`src/rtl/lct_pkg.sv`:
```
package lct_pkg;

  localparam int DEPTH_DEFAULT = 16;
  localparam int CMD_W         = 2;
  localparam int KEY_W         = 16;
  localparam int VALUE_W       = 32;

  localparam logic [VALUE_W-1:0] MISS_WORD = 32'hBF80_0000;

  typedef enum logic [CMD_W-1:0] {
    CMD_LOOKUP = 2'd0,
    CMD_INSERT = 2'd1,
    CMD_CLEAR  = 2'd2
  } cmd_t;

  typedef struct packed {
    logic [KEY_W-1:0]   key;
    logic [VALUE_W-1:0] value;
  } entry_t;

  function automatic int addr_w(input int depth);
    return (depth > 1) ? $clog2(depth) : 1;
  endfunction

endpackage

```
`src/rtl/lru_cache_table.sv`:
```
// lru_cache_table: fully associative cache of DEPTH entries in recency order.
// requests enter on in_valid/in_ready with command, key and value; each
// request gives exactly one result on out_valid/out_ready (hit, read_data).
// lookup: hit returns the data word and moves the entry to the front; a miss
// returns 0xBF800000. insert pushes onto the front, dropping the oldest entry
// when full. clear removes the first matching entry and closes the gap.
// entries live in a single-port-read, single-port-write ram with a registered
// read; a request walks the ram one entry per cycle:
//   lookup hit at position j: scan up to j, then shift the entries ahead of
//     it up one place when j > 0, one head write and one result step
//   lookup miss / clear miss with n valid entries: scan all n, then result
//   insert: shift entries up one place (oldest drops when full), head write,
//     result; only head write and result when empty
//   clear hit at j: scan, shift later entries down unless j is n - 1, result
// the next request is taken once the previous one has reached the output
// register, so a stalled receiver holds at most one result while the block
// accepts one more request; the block then waits until the result drains.
// reset empties the table at once (fill count cleared) and drops any result.
module lru_cache_table #(
  parameter int DEPTH = lct_pkg::DEPTH_DEFAULT
) (
  input  logic                        clk,
  input  logic                        rst,
  input  logic                        in_valid,
  output logic                        in_ready,
  input  logic [lct_pkg::CMD_W-1:0]   command,
  input  logic [lct_pkg::KEY_W-1:0]   key,
  input  logic [lct_pkg::VALUE_W-1:0] value,
  output logic                        out_valid,
  input  logic                        out_ready,
  output logic                        hit,
  output logic [lct_pkg::VALUE_W-1:0] read_data
);
  import lct_pkg::*;

  localparam int IW = addr_w(DEPTH);
  localparam int CW = $clog2(DEPTH + 1);
  localparam logic [CW-1:0] FULL = CW'(DEPTH);

  typedef enum logic [2:0] {
    S_IDLE,
    S_SCAN,
    S_SHIFT_UP,
    S_SHIFT_DN,
    S_HEAD,
    S_RESP
  } state_t;

  state_t               state;
  logic                 op_lookup;
  logic [KEY_W-1:0]     key_q;
  logic [VALUE_W-1:0]   val_q;
  logic [CW-1:0]        count;
  logic [IW-1:0]        issue_addr;
  logic                 issuing;
  logic                 rd_ok;
  logic [IW-1:0]        rd_pos;
  logic [VALUE_W-1:0]   found_data;
  logic                 hit_res;
  logic [VALUE_W-1:0]   data_res;

  logic                 ram_rd_en;
  logic                 ram_wr_en;
  logic [IW-1:0]        ram_wr_addr;
  entry_t               ram_wr_data;
  entry_t               rd_entry;
  logic                 rd_match;
  logic                 rd_last;
  logic                 issue_last;
  logic [CW-1:0]        fill_top;

  lct_ram #(
    .DEPTH(DEPTH)
  ) u_ram (
    .clk    (clk),
    .rd_en  (ram_rd_en),
    .rd_addr(issue_addr),
    .rd_data(rd_entry),
    .wr_en  (ram_wr_en),
    .wr_addr(ram_wr_addr),
    .wr_data(ram_wr_data)
  );

  assign in_ready   = (state == S_IDLE);
  assign rd_match   = (rd_entry.key == key_q);
  assign rd_last    = ((CW'(rd_pos) + CW'(1)) == count);
  assign issue_last = ((CW'(issue_addr) + CW'(1)) == count);
  assign fill_top   = (count == FULL) ? (FULL - CW'(1)) : count;

  always_comb begin
    ram_rd_en   = 1'b0;
    ram_wr_en   = 1'b0;
    ram_wr_addr = '0;
    ram_wr_data = rd_entry;
    unique case (state)
      S_SCAN: begin
        ram_rd_en = issuing && !(rd_ok && rd_match);
      end
      S_SHIFT_UP: begin
        ram_rd_en   = issuing;
        ram_wr_en   = rd_ok;
        ram_wr_addr = rd_pos + IW'(1);
      end
      S_SHIFT_DN: begin
        ram_rd_en   = issuing;
        ram_wr_en   = rd_ok;
        ram_wr_addr = rd_pos - IW'(1);
      end
      S_HEAD: begin
        ram_wr_en         = 1'b1;
        ram_wr_addr       = '0;
        ram_wr_data.key   = key_q;
        ram_wr_data.value = op_lookup ? found_data : val_q;
      end
      default: begin
      end
    endcase
  end

  always_ff @(posedge clk) begin
    if (rst) begin
      state     <= S_IDLE;
      count     <= '0;
      issuing   <= 1'b0;
      rd_ok     <= 1'b0;
      out_valid <= 1'b0;
    end else begin
      rd_ok  <= ram_rd_en;
      rd_pos <= issue_addr;
      if (out_valid && out_ready) begin
        out_valid <= 1'b0;
      end
      unique case (state)
        S_IDLE: begin
          if (in_valid) begin
            key_q     <= key;
            val_q     <= value;
            op_lookup <= (command == CMD_LOOKUP);
            unique case (command)
              CMD_LOOKUP, CMD_CLEAR: begin
                if (count == '0) begin
                  hit_res  <= 1'b0;
                  data_res <= (command == CMD_LOOKUP) ? MISS_WORD : '0;
                  state    <= S_RESP;
                end else begin
                  issue_addr <= '0;
                  issuing    <= 1'b1;
                  state      <= S_SCAN;
                end
              end
              CMD_INSERT: begin
                if (fill_top == '0) begin
                  state <= S_HEAD;
                end else begin
                  issue_addr <= IW'(fill_top - CW'(1));
                  issuing    <= 1'b1;
                  state      <= S_SHIFT_UP;
                end
              end
              default: begin
                hit_res  <= 1'b0;
                data_res <= '0;
                state    <= S_RESP;
              end
            endcase
          end
        end
        S_SCAN: begin
          if (issuing) begin
            if (issue_last) begin
              issuing <= 1'b0;
            end else begin
              issue_addr <= issue_addr + IW'(1);
            end
          end
          if (rd_ok) begin
            if (rd_match) begin
              issuing <= 1'b0;
              if (op_lookup) begin
                found_data <= rd_entry.value;
                if (rd_pos == '0) begin
                  state <= S_HEAD;
                end else begin
                  issue_addr <= rd_pos - IW'(1);
                  issuing    <= 1'b1;
                  state      <= S_SHIFT_UP;
                end
              end else if (rd_last) begin
                count    <= count - CW'(1);
                hit_res  <= 1'b0;
                data_res <= '0;
                state    <= S_RESP;
              end else begin
                issue_addr <= rd_pos + IW'(1);
                issuing    <= 1'b1;
                state      <= S_SHIFT_DN;
              end
            end else if (rd_last) begin
              hit_res  <= 1'b0;
              data_res <= op_lookup ? MISS_WORD : '0;
              state    <= S_RESP;
            end
          end
        end
        S_SHIFT_UP: begin
          if (issuing) begin
            if (issue_addr == '0) begin
              issuing <= 1'b0;
            end else begin
              issue_addr <= issue_addr - IW'(1);
            end
          end
          if (rd_ok && (rd_pos == '0)) begin
            state <= S_HEAD;
          end
        end
        S_SHIFT_DN: begin
          if (issuing) begin
            if (issue_last) begin
              issuing <= 1'b0;
            end else begin
              issue_addr <= issue_addr + IW'(1);
            end
          end
          if (rd_ok && rd_last) begin
            count    <= count - CW'(1);
            hit_res  <= 1'b0;
            data_res <= '0;
            state    <= S_RESP;
          end
        end
        S_HEAD: begin
          if (!op_lookup && (count != FULL)) begin
            count <= count + CW'(1);
          end
          hit_res  <= op_lookup;
          data_res <= op_lookup ? found_data : '0;
          state    <= S_RESP;
        end
        S_RESP: begin
          if (!out_valid || out_ready) begin
            out_valid <= 1'b1;
            hit       <= hit_res;
            read_data <= data_res;
            state     <= S_IDLE;
          end
        end
        default: begin
          state <= S_IDLE;
        end
      endcase
    end
  end

endmodule

```
`src/rtl/lct_ram.sv`:
```
module lct_ram #(
  parameter int DEPTH = lct_pkg::DEPTH_DEFAULT
) (
  input  logic                              clk,
  input  logic                              rd_en,
  input  logic [lct_pkg::addr_w(DEPTH)-1:0] rd_addr,
  output lct_pkg::entry_t                   rd_data,
  input  logic                              wr_en,
  input  logic [lct_pkg::addr_w(DEPTH)-1:0] wr_addr,
  input  lct_pkg::entry_t                   wr_data
);
  import lct_pkg::*;

  entry_t mem [DEPTH];

  always_ff @(posedge clk) begin
    if (wr_en) begin
      mem[wr_addr] <= wr_data;
    end
  end

  always_ff @(posedge clk) begin
    if (rd_en) begin
      rd_data <= mem[rd_addr];
    end
  end

endmodule

```
`config.mk`:
```
export PLATFORM = sky130hd
export DESIGN_NAME = lru_cache_table
export DESIGN_NICKNAME = d
export VERILOG_FILES = /design/src/rtl/lct_pkg.sv /design/src/rtl/lru_cache_table.sv /design/src/rtl/lct_ram.sv
export SDC_FILE = /design/constraint.sdc
export NUM_CORES = 1
export LEC_CHECK = 0
export ABC_AREA = 1
export BUFFER_PORTS_ARGS = -buffer_cell sky130_fd_sc_hd__clkbuf_2
export CORE_ASPECT_RATIO = 0.8
export CORE_MARGIN = 8
export CORE_UTILIZATION = 40
export CTS_CLUSTER_DIAMETER = 30
export DETAILED_ROUTE_END_ITERATION = 6
export PLACE_DENSITY = 0.6
export SLEW_MARGIN = 0
export SYNTH_ARGS = -nofsm -noshare
export SYNTH_HDL_FRONTEND = slang
export SYNTH_SLANG_ARGS = --single-unit
```
`constraint.sdc`:
```
create_clock -name clk -period 8 [get_ports clk]
set_input_delay 0.8 -clock clk [delete_from_list [all_inputs] [get_ports clk]]
set_output_delay 0.8 -clock clk [all_outputs]
set_load 0.05 [all_outputs]
```
==> results.sh, run 1 <==
export IMPL_worstPathCellList="nor2_4 -> nand2_4 -> o21ai_0 -> nand3b_1 -> nor2_4 -> buf_4"
export IMPL_cp_slowest_cell="nor2_4"
export IMPL_drive_gt1_share_pct=14.30
export IMPL_cp_num_buf_inv=1
export IMPL_antenna_found_initial=0
export IMPL_globalRouteOverflowTotal=0
export IMPL_peakVddDrop_mv=0.2257
export IMPL_routed_wl_mm=99.43
export IMPL_min_to="val_q[25]$_DFFE_PP_"
export IMPL_final_cell_mix="971 x edfxtp_1, 441 x nor2_1, 404 x o21ai_0, 285 x nand2_1, 151 x clkbuf_16"
export IMPL_cp_depth=6
export IMPL_clock_skew_ps=30.59
export IMPL_power_density_nw_per_um2=363.4
export IMPL_multi_input_area_um2=8229
export IMPL_critical_path_max_stage_delay_ps=820
export IMPL_num_fill_cells=8237
export IMPL_cts_hold_fix_buffers=0
export IMPL_hold_start="value[25]"
export IMPL_reg2reg_setup_slack_ps=4440
export IMPL_via_per_inst=5.465
export IMPL_grt_pass1_wl_mm=147.8
export IMPL_grt_pass1_vias=22780
export IMPL_die_h_um=293.6
export IMPL_diodes=0
export IMPL_clk_latency_ps=730
export IMPL_netlist_instances=2875
export IMPL_io_buffer_count=88
export IMPL_cts_resized=0
export IMPL_post_cts_setup_buffer_count=0
export IMPL_worst_setup_path_end_kind="flip-flop"
export IMPL_total_power_uw=16520
export IMPL_wl_per_cell_um=22.61
export IMPL_nNetsFinal=3058
export IMPL_core_area_um2=95160
export IMPL_post_route_cell_area_um2=45460
export IMPL_cts_made_buffers=146
export IMPL_root_buffer="clkbuf_16"
export IMPL_path_class="reg -> reg"
export IMPL_crit_reg2reg_launch="state[0]$_SDFFE_PP0P_"
export IMPL_vias=24040
export IMPL_fmax_mhz=281.3
export IMPL_pin_count=89
export IMPL_ant_nets=0
export IMPL_netlist_area_leader_share_pct=75.70
export IMPL_syn_num_nets=2939
export IMPL_drc=0
export IMPL_layout_min_cycle_time_ps=3555
export IMPL_synth_warnings=0
export IMPL_ys_seq_area_share_pct=76.27
export IMPL_grt_max_degree=181
export IMPL_cp_max_fo=32
export IMPL_die_area_um2=106500
export IMPL_crit_top_cell="nor2_4"
export IMPL_arrival_ps=3890
export IMPL_area_growth_syn_to_layout_pct=18.02
export IMPL_fin_crit_sh_pct=44.44
export IMPL_cts_tree="yes"
export IMPL_place_hpwl_mm=47.49
export IMPL_drt_first_iter_violations=2615
export IMPL_cts_htree_levels=4
export IMPL_drv_cap=0
export IMPL_setup_viol=0
export IMPL_syn_avg_cell_area_um2=13.40
export IMPL_seq_area_um2=29380
export IMPL_critPathTopFamily="simple AND/OR/NAND/NOR gates"
export IMPL_p_leak_uw=0.01533
export IMPL_synth_area_um2=38520
export IMPL_r2r_end="u_ram.mem[3][29]$_DFFE_PP_"
export IMPL_rsz0062_at_grt="no"
export IMPL_worst_pin_slew_ps=1241
export IMPL_rows=101
export IMPL_clk_pin_slew_ps=50
export IMPL_dr_pass1_iters=5
export IMPL_layout_commonest_cell="edfxtp_1"
export IMPL_finalHoldViolations=0
export IMPL_place_congestion=0.8811
export IMPL_critPathRequiredTime_ps=8340
export IMPL_synthTopCellsByArea="edfxtp_1 76%, o21ai_0 5.3%, nor2_1 4.5%, nand2_1 2.8%, o22ai_1 2.1%"
export IMPL_initial_core_util_pct=40.48
export IMPL_cp_start_kind="flip-flop"
export IMPL_ys_ff_latch=982
export IMPL_die_w_um=362.9
export IMPL_ys_types=41
export IMPL_reg2regPathDepth=6
export IMPL_slew_headroom_pct=17.26
export IMPL_clk_path_buf_depth=3
export IMPL_hold_class="in -> reg"
export IMPL_hold_path_depth=1
export IMPL_setup_tns_ps=0
export IMPL_grt_usage_pct=18.26
export IMPL_slew_viol_final=0
export IMPL_status="complete, no violations"
export IMPL_clock_sinks=982
export IMPL_yosys_area_top_type="edfxtp_1"
export IMPL_dpl_cell_area_um2=40490
==> cells by family after synthesis <==
| family | synth area share [%] |
|---|---|
| compound gates | 10.46 |
| xor+xnor | 0.2046 |
| fa+ha+maj | 0.3443 |
| buf+inv | 2.826 |
| flops | 76.27 |
| simple gates | 9.895 |
==> through the flow <==
step	worst slack, ps	hold slack, ps	instances	util (%)
after detailed placement	4443	404.5	4133	42.55
after global routing	4291	221.5	4398	47.77
final	4445	246.3	4398	47.77
after CTS	4434	197.4	4398	47.77
after global placement	4475	401.1	4133	42.55
after floorplan	2809	400.3	2875	-
==> worst max path at each step <==
stage	startpoint	to	slack, ps
floorplan	rd_pos[0]$_DFFE_PN_	data_res[0]$_DFFE_PP_	2810
global placement	state[0]$_SDFFE_PP0P_	u_ram.mem[6][18]$_DFFE_PP_	4470
detailed placement	state[0]$_SDFFE_PP0P_	u_ram.mem[6][18]$_DFFE_PP_	4440
CTS	state[0]$_SDFFE_PP0P_	u_ram.mem[6][8]$_DFFE_PP_	4430
global route	state[0]$_SDFFE_PP0P_	u_ram.mem[3][20]$_DFFE_PP_	4290
finish	state[0]$_SDFFE_PP0P_	u_ram.mem[3][29]$_DFFE_PP_	4440
==> layout make-up <==
type | count | area share, %
inverters | 106 | 0.8973
flip-flops and latches | 982 | 64.63
clock inverters | 103 | 2.499
clock buffers | 162 | 8.425
multi-input cells | 1615 | 18.10
repair buffers | 143 | 1.905
well taps | 1287 | 3.542
==> per-layer routing <==
metal	part of all wire, %	track usage (%)	vias up	routed length [um]
li1	-	-	10950	-
met5	0	0	-	0
met4	2.0	5.536	0	2024
met2	44	26.91	976	43610
met1	46	27.04	11970	45670
met3	8.2	3.933	144	8128
==> where the power goes <==
| part | switching (uW) | total (uW) | internal [uW] | leakage [uW] |
|---|---|---|---|---|
| combinational | 2580 | 3510 | 935 | 0.00406 |
| clock | 2350 | 6370 | 4030 | 0.00238 |
| sequential | 161 | 6630 | 6470 | 0.00888 |
| total | 5080 | 16500 | 11400 | 0.0153 |
==> synth_stat cells (all sizes together) <==
library cell,n
xor2,5
o21bai,1
nand4,6
and3,1
nand2,297
dfxtp,11
inv,106
xnor2,4
and2,1
a221o,24
edfxtp,971
nor3,6
fa,1
clkbuf,132
buf,40
or2,2
nand3b,2
o221ai,65
a31oi,1
a211oi,1
o211ai,32
o22ai,130
a21oi,13
nand3,130
ha,9
o21ai,413
nor2,470
nor4,1
==> state kept, by name, indices dropped and copies added (netlist names), 3 cells and up <==
name,count
state,3
found_data,32
val_q,32
issue_addr,4
data_res,32
u_ram.mem,768
count,5
u_ram.rd_data,48
read_data,32
key_q,16
rd_pos,4
(Power assumes the default switching activity.)
==> run 2, diff against run 1 <==
--- a/config.mk
+++ b/config.mk
@@ -12,7 +12,7 @@
 export CORE_UTILIZATION = 40
 export CTS_CLUSTER_DIAMETER = 30
 export DETAILED_ROUTE_END_ITERATION = 6
-export PLACE_DENSITY = 0.6
+export PLACE_DENSITY = 0.62
 export SLEW_MARGIN = 0
 export SYNTH_ARGS = -nofsm -noshare
 export SYNTH_HDL_FRONTEND = slang
==> constraint.sdc (replaced) <==
create_clock -name clk -period 2.9 [get_ports clk]
set_input_delay 0.29 -clock clk [delete_from_list [all_inputs] [get_ports clk]]
set_output_delay 0.29 -clock clk [all_outputs]
set_load 0.05 [all_outputs]
==> run 2 against run 1 <==
Worst setup slack got worse by 4200 ps. Total power increased to 2.9 times the previous value. Clock-buffer cell count increased by 22. Global-route usage increased by 0.55 points. Fmax increased by 33%. Die area unchanged. Via count increased by 3.0%. Critical path depth increased by 7. Clock skew increased by 4.4 ps. Critical endpoint is now data_res[24]$_DFFE_PP_. Largest cell class unchanged. Highest routed layer unchanged.
==> results.sh, run 2 (synthesis results as in run 1) <==
export IMPL_top_regs="u_ram.mem x768, u_ram.rd_data x48"
export IMPL_clk_path_buf_depth=3
export IMPL_die_area_um2=106500
export IMPL_vias=24750
export IMPL_core_area_um2=95160
export IMPL_hold_class="in -> reg"
export IMPL_grt_busiest_layer="met2"
export IMPL_worst_setup_path_end_kind="flip-flop"
export IMPL_arrival_ps=3050
export IMPL_clock_skew_ps=34.95
export IMPL_setup_ws_ps=230.2
export IMPL_io_buffer_count=88
export IMPL_routed_wl_mm=102.9
export IMPL_status="complete, no violations"
export IMPL_finalHoldViolations=0
export IMPL_cts_htree_levels=4
export IMPL_grt_pass1_wl_mm=152.6
export IMPL_area_growth_syn_to_layout_pct=23.40
export IMPL_layout_commonest_cell="edfxtp_1"
export IMPL_final_cell_mix="971 x edfxtp_1, 441 x nor2_1, 406 x o21ai_0, 285 x nand2_1, 169 x clkbuf_16"
export IMPL_via_per_inst=5.471
export IMPL_critPathRequiredTime_ps=3280
export IMPL_drive_gt1_share_pct=16.13
export IMPL_total_power_uw=48340
export IMPL_post_cts_setup_buffer_count=0
export IMPL_cp_start_kind="flip-flop"
export IMPL_pin_count=89
export IMPL_cts_made_buffers=162
export IMPL_met1_usage_pct=27.44
export IMPL_layout_min_cycle_time_ps=2670
export IMPL_antenna_found_initial=0
export IMPL_diodes=0
export IMPL_ant_nets=0
export IMPL_cts_tree="yes"
export IMPL_initial_core_util_pct=40.48
export IMPL_met3_usage_pct=4.521
export IMPL_drc=0
export IMPL_grt_usage_pct=18.81
export IMPL_fin_util_pct=49.95
export IMPL_cp_max_fo=33
export IMPL_clock_sinks=982
export IMPL_largest_reg_flops=768
export IMPL_wl_per_cell_um=22.74
export IMPL_globalRouteOverflowTotal=0
export IMPL_cts_resized=0
export IMPL_path_class="reg -> reg"
export IMPL_setup_tns_ps=0
export IMPL_dp_worst_setup_slack_ps=234.6
export IMPL_power_density_nw_per_um2=1017
export IMPL_slew_headroom_pct=21.99
export IMPL_placed_cells=4170
export IMPL_rows=101
export IMPL_fin_crit_sh_pct=92.06
export IMPL_grt_pass1_vias=23730
export IMPL_final_cell_count_no_fill=4524
export IMPL_worst_pin_slew_ps=1158
export IMPL_die_h_um=293.6
export IMPL_root_buffer="clkbuf_16"
export IMPL_drt_first_iter_violations=2826
export IMPL_clk_latency_ps=730
export IMPL_drv_cap=0
export IMPL_top_register="u_ram.mem"
export IMPL_grt_max_degree=247
export IMPL_fmax_mhz=374.6
export IMPL_slew_viol_final=0
export IMPL_rsz0062_at_grt="no"
export IMPL_p_leak_uw=0.01620
export IMPL_nNetsFinal=3162
export IMPL_dr_pass1_iters=6
export IMPL_use_met2_pct=27.93
export IMPL_peakVddDrop_mv=1.061
export IMPL_die_w_um=362.9
export IMPL_clk_pin_slew_ps=50
export IMPL_setup_viol=0
export IMPL_place_hpwl_mm=50.52
export IMPL_place_congestion=0.8685
export IMPL_num_fill_cells=7960
## run 2: critical path, stage by stage, from the launching register on
cell and delay (ps):
edfxtp_1 480, inv_2 110, ha_4 300, inv_1 60
nand2_1 50, nand2_1 70, nor2_2 80, nand2_2 90
nor2_8 140, nand3_2 70, nand2_2 120, nand4_1 130
nor4_4 300, buf_12 310
## run 2: layout make-up
type,instances,area (um2),area share [%]
clock buffer,184,4285,9.016
multi-input combinational,1615,8257,17.37
timing repair buffer,231,2155,4.533
sequential,982,29380,61.81
clock inverter,119,1436,3.022
inverter,106,407.9,0.8582
tap,1287,1610,3.388
## run 2: per-stage QoR
stage | area, um2 | hold slack, ps
after CTS | 47530 | 13.73
after global placement | 41300 | 401.7
final | 47530 | 46.25
after global routing | 47530 | 40.61
after detailed placement | 41300 | 404.5
after floorplan | 38560 | 388.9
## run 2: path summary, 6_finish.rpt
check                                            from                      to  slack (ps)  depth (start not counted)
worst max register to register    rd_pos[0]$_DFFE_PN_  data_res[24]$_DFFE_PP_         230                         13
worst min register to register  data_res[0]$_DFFE_PP_  read_data[0]$_DFFE_PP_         410                          0
worst min-delay path                              rst   count[4]$_SDFFE_PP0P_          50                          2
worst max-delay path              rd_pos[0]$_DFFE_PN_  data_res[24]$_DFFE_PP_         230                         13
## run 2: what timing repair did
item,in CTS,in global routing
hold endpoints to repair,51,0
endpoints found under the setup margin,0,0
hold buffers,51,0
## run 2: layer usage
metal	share of wire (%)	up-vias
met5	0	-
met4	2.0	0
met3	9.3	166
met2	44	1170
met1	45	12240
li1	-	11170
## run 2: where the power goes
part | internal [uW] | leakage [uW] | switching [uW]
Combinational | 2850 | 0.00460 | 7340
Sequential | 17900 | 0.00888 | 472
Clock | 12900 | 0.00273 | 6960
Total | 33600 | 0.0162 | 14800
